--- src/rtl/pmid_pkg.sv ---
// Shared widths and types for the periodic minimum image distance block.
`default_nettype none
package pmid_pkg;
	localparam int COORD_BITS = 32;
	localparam int CELL_BITS  = 31;
	localparam int MAG_BITS   = COORD_BITS + 1;
	localparam int HALF_BITS  = CELL_BITS - 1;
	localparam int SQ_BITS    = 2 * HALF_BITS;
	localparam int SUM_BITS   = SQ_BITS + 2;
	localparam int ROOT_BITS  = SUM_BITS / 2;
	localparam int AXES       = 3;
	localparam int LANE_LAT   = MAG_BITS + 3;
	localparam int ADDR_BITS  = 4;

	typedef logic signed [COORD_BITS-1:0] coord_t;
	typedef logic [CELL_BITS-1:0]         cell_t;
	typedef logic [SQ_BITS-1:0]           sq_t;
	typedef logic [SUM_BITS-1:0]          sum_t;
	typedef logic [ROOT_BITS-1:0]         root_t;

	typedef enum logic [1:0] {
		REG_CELL_X = 2'd0,
		REG_CELL_Y = 2'd1,
		REG_CELL_Z = 2'd2,
		REG_NONE   = 2'd3
	} reg_idx_t;
endpackage
`default_nettype wire

--- src/rtl/pmid_sqrt.sv ---
// Pipelined floor square root, one root bit per stage.
`default_nettype none
module pmid_sqrt (
	input  wire             clk,
	input  wire             arst_n,
	input  wire             in_valid,
	input  pmid_pkg::sum_t  n,
	output wire             out_valid,
	output pmid_pkg::root_t root
);
	import pmid_pkg::*;

	localparam int REM_W = ROOT_BITS + 2;

	logic [SUM_BITS-1:0]  n_s    [0:ROOT_BITS];
	logic [REM_W-1:0]     rem_s  [1:ROOT_BITS];
	logic [ROOT_BITS-1:0] root_s [1:ROOT_BITS];
	logic                 vld_q  [1:ROOT_BITS];

	assign n_s[0] = n;

	for (genvar k = 0; k < ROOT_BITS; k++) begin : g_root
		logic [REM_W+1:0]     cur;
		logic [REM_W+1:0]     trial;
		logic [ROOT_BITS-1:0] rt;
		logic                 vin;
		if (k == 0) begin : g_first
			assign cur = {{REM_W{1'b0}}, n_s[k][SUM_BITS-1:SUM_BITS-2]};
			assign rt  = '0;
			assign vin = in_valid;
		end else begin : g_rest
			assign cur = {rem_s[k], n_s[k][SUM_BITS-1:SUM_BITS-2]};
			assign rt  = root_s[k];
			assign vin = vld_q[k];
		end
		assign trial = (REM_W + 2)'({rt, 2'b01});

		// try the next root bit, keep it where the remainder allows
		always_ff @(posedge clk) begin
			n_s[k+1] <= {n_s[k][SUM_BITS-3:0], 2'b00};
			if (cur >= trial) begin
				rem_s[k+1]  <= REM_W'(cur - trial);
				root_s[k+1] <= {rt[ROOT_BITS-2:0], 1'b1};
			end else begin
				rem_s[k+1]  <= cur[REM_W-1:0];
				root_s[k+1] <= {rt[ROOT_BITS-2:0], 1'b0};
			end
		end

		always_ff @(posedge clk or negedge arst_n) begin
			if (!arst_n) begin
				vld_q[k+1] <= 1'b0;
			end else begin
				vld_q[k+1] <= vin;
			end
		end
	end

	assign out_valid = vld_q[ROOT_BITS];
	assign root      = root_s[ROOT_BITS];
endmodule
`default_nettype wire

--- config.mk ---
export PLATFORM = sky130hd
export DESIGN_NAME = pmid_sqrt
export DESIGN_NICKNAME = d
export VERILOG_FILES = /design/src/rtl/pmid_pkg.sv /design/src/rtl/pmid_sqrt.sv
export SDC_FILE = /design/constraint.sdc
export NUM_CORES = 2
export LEC_CHECK = 0
export BUFFER_PORTS_ARGS = -buffer_cell sky130_fd_sc_hd__buf_2
export CAP_MARGIN = 20
export CORE_AREA = 2 2 513 387
export DETAILED_ROUTE_END_ITERATION = 6
export DIE_AREA = 0 0 515 389
export GPL_ROUTABILITY_DRIVEN = 0
export PLACE_DENSITY = 0.58
export SETUP_SLACK_MARGIN = 0.2
export SLEW_MARGIN = 20
export SYNTH_ARGS = -nofsm -noshare
export SYNTH_HDL_FRONTEND = slang
export SYNTH_SLANG_ARGS = --single-unit
--- constraint.sdc ---
create_clock -name clk -period 4.1 [get_ports clk]
set_clock_uncertainty 0.2 [all_clocks]
set_input_delay 0.82 -clock clk [delete_from_list [all_inputs] [get_ports clk]]
set_output_delay 0.82 -clock clk [all_outputs]
set_load 0.005 [all_outputs]
==> impl_metrics.tcl <==
set metrics [dict create \
    outcome "finished, final reports clean" \
    yosysTopAreaCell "dfxtp_1" \
    finalSetupViolations 0 \
    rsz0062_at_grt "false" \
    synth_flop_cell "dfxtp_1" \
    reg2regPathDepth 11 \
    synth_compound_area_frac 0.123 \
    critPathArrivalTime_ns 4.25 \
    crit_type "flop to flop" \
    insertion_delay_ns 0.87 \
    drive_gt1_frac 0.0783 \
    grt_pass1_vias 57300 \
    crit_path_start_kind "flop" \
    slew_violations 0 \
    finalHoldViolations 0 \
    coreArea_um2 196000 \
    worst_setup_path_end_kind "flop" \
    die_x_um 515 \
    timing.final.crit_share 0.908 \
    nFillCells 17600 \
    drt-vias-per-instance 5.10 \
    wl_um 183000 \
    synth_area_leaders "dfxtp_1, ha_1, xor2_1, xnor2_1, inv_1" \
    period_needed_ns 3.72 \
    fmax_ghz 0.269 \
    yosysMostFrequentCell "dfxtp_1" \
    synth_enable_flop_cells 0 \
    initial_core_util 0.447 \
    clk_pin_slew_worst_paths_ns 0.06 \
    async_flop_share 0.0129 \
    power.density_nw_per_um2 619 \
    vdd_ir_drop_max_v 0.000419 \
    die_y_um 389 \
    io_buffers 96 \
    postSynthCellCount 8608 \
    syn_avg_cell_area_um2 10.2 \
    worstHoldEndpoint "n_s[1707]$_DFF_P_" \
    fin_tns_setup_ns 0 \
    cts_tree "built" \
    pin_count 97 \
    die_area_um2 200000 \
    grt_antenna_before_repair 7 \
    max_cap_viol_count 0 \
    synth-simple-area-share 0.129 \
    synth_cell_types 96 \
    synth_xor_xnor_area_share 0.0759 \
    track_usage 0.180 \
    timing.max_slew.rel_slack 0.264 \
    area_growth_pct 14.4 \
    reg2reg_from "root_s[1][188]$_DFF_P_" \
    netlist.area_leader.share 0.542 \
    critPathRequiredTime_ns 4.63 \
    row_count 141 \
    cts-root-buf "clkbuf_16" \
    cts_buffers 229 \
    synth_nets 9201 \
    leakagePower_nw 46.6 \
    hold_path_class "flop to flop" \
    cts_sinks 2399 \
    yosys-top-cells-count "dfxtp_1, inv_1, nand2_1, nor2_1, ha_1" \
    post_cts_buffers 0 \
    r2r-end "rem_s[2][262]$_DFF_P_" \
    htree_num_levels 4 \
    min_from "n_s[1767]$_DFF_P_" \
    r2r_slack_ns 0.38 \
    path_max_fanout 4 \
    nets 9508 \
    synth_fa_ha_area_frac 0.0755 \
    dr.pass1.iters 6 \
    hpwlAfterDp_um 138000 \
    seq_area_frac_synth 0.551 \
    antenna_left 0 \
    cts.path.max_buffers 4 \
    tightest_slew_ns 1.10 \
    drc 0 \
    synth_top_family_by_area "simple AND/OR/NAND/NOR gates" \
    yosys_warnings 0 \
    final_area_um2 100000 \
    placed_cell_area_um2 91300 \
    synth_mux_area_frac 0.0102 \
    grt-ovfl-total 0 \
    vias 59500 \
    grt_max_degree 56 \
    drtIter0Drc 4064 \
    synth-seq-cells 2399 \
    whs_path_depth 0 \
    grt_pass1_wl_um 296000 \
    avgRoutedWirePerCell_um 15.7 \
    netlist_area_um2 87500 \
]
==> layer usage <==
metal,wire length (µm),GRT usage
met3,10600,0.0327
met2,79800,0.283
met4,4830,0.0526
met1,87700,0.250
met5,27,0
==> what timing repair did <==
action                                  CTS  global route
hold buffers                             65             0
resized for setup                         0             7
endpoints found under the setup margin    0            28
hold endpoints to repair                 95             0
==> critical path, stage by stage, from the launching register on <==
cell and delay (ns):
dfxtp_1 0.32, inv_1 0.04, ha_1 0.21, or3_1 0.37
o22ai_1 0.37, a211o_1 0.23, nand3b_1 0.19, a211oi_2 0.33
o21ai_0 0.20, a2111o_1 0.52, or4_1 0.50, xnor2_1 0.14
==> how the worst max path moves through the flow <==
stage / from / end / slack [ns] / cells after the start
after floorplan: root_s[1][341]$_DFF_P_ / rem_s[3][164]$_DFF_P_ / 0.78 / 11
after global placement: root_s[1][188]$_DFF_P_ / rem_s[2][262]$_DFF_P_ / 0.37 / 11
after detailed placement: root_s[1][188]$_DFF_P_ / rem_s[2][262]$_DFF_P_ / 0.31 / 11
after CTS: root_s[1][218]$_DFF_P_ / rem_s[3][30]$_DFF_P_ / 0.27 / 11
after global routing: root_s[1][156]$_DFF_P_ / rem_s[2][200]$_DFF_P_ / 0.20 / 11
final: root_s[1][188]$_DFF_P_ / rem_s[2][262]$_DFF_P_ / 0.38 / 11
==> layout make-up <==
type | instances | area (µm²) | share of cell area
repair buffers | 229 | 1740 | 0.0173
multi-input cells | 5372 | 36300 | 0.362
clock inverters | 110 | 1550 | 0.0155
diodes | 2 | 5.00 | 0.0000500
clock buffers | 311 | 6570 | 0.0657
inverters | 684 | 2570 | 0.0256
well taps | 2574 | 3220 | 0.0322
flip-flops and latches | 2399 | 48200 | 0.481
==> state kept, by name, indices dropped and copies added, names as in the netlist <==
register	count
out_valid	1
rem_s	942
g_root.cur	60
n_s	870
root_s	496
g_root.vin	30
==> report_power, final <==
part	internal, W	leakage (nW)	switching, W	total [W]
combinational	0.00438	22.4	0.00533	0.00971
clock	0.0133	3.96	0.00889	0.0222
sequential	0.0271	20.2	0.00289	0.0300
total	0.0448	46.6	0.0171	0.0619
==> cell usage in the layout (no fill, tap or decap), types with 61 or more instances in the layout <==
cell	n
a21o_1	193
a21oi_1	504
buf_2	96
buf_4	61
clkbuf_16	233
dfxtp_1	2368
dlygate4sd3_1	65
ha_1	528
inv_1	679
nand2_1	625
nand2b_1	92
nand3_1	128
nand4_1	100
nor2_1	538
nor2b_1	77
nor3_1	201
nor4_1	100
o21a_1	93
o21ai_0	497
or3_1	103
xnor2_1	370
xor2_1	388
==> metrics by stage <==
stage / worst slack [ns] / total power [W] / instances / util / hold slack [ns]
floorplan: 0.775 / 0.0370 / 8608 / - / 0.110
global placement: 0.370 / 0.0399 / 11200 / 0.466 / 0.109
detailed placement: 0.313 / 0.0401 / 11200 / 0.466 / 0.112
CTS: 0.271 / 0.0626 / 11700 / 0.511 / 0.0852
global route: 0.201 / 0.0653 / 11700 / 0.511 / 0.0971
finish: 0.377 / 0.0619 / 11700 / 0.511 / 0.0890
==> kinds of logic (layout without fill, tap and decap cells) <==
family / count (synthesis) / count (layout)
buffers and inverters: 837 / 1334
adders and majority gates: 528 / 528
muxes: 82 / 82
and+or+nand+nor: 2271 / 2271
AOI/OAI and AO/OA: 1732 / 1732
other: 1 / 3
DFF: 2399 / 2399
xor gates and xnor gates: 758 / 758
(Power assumes the default switching activity.)
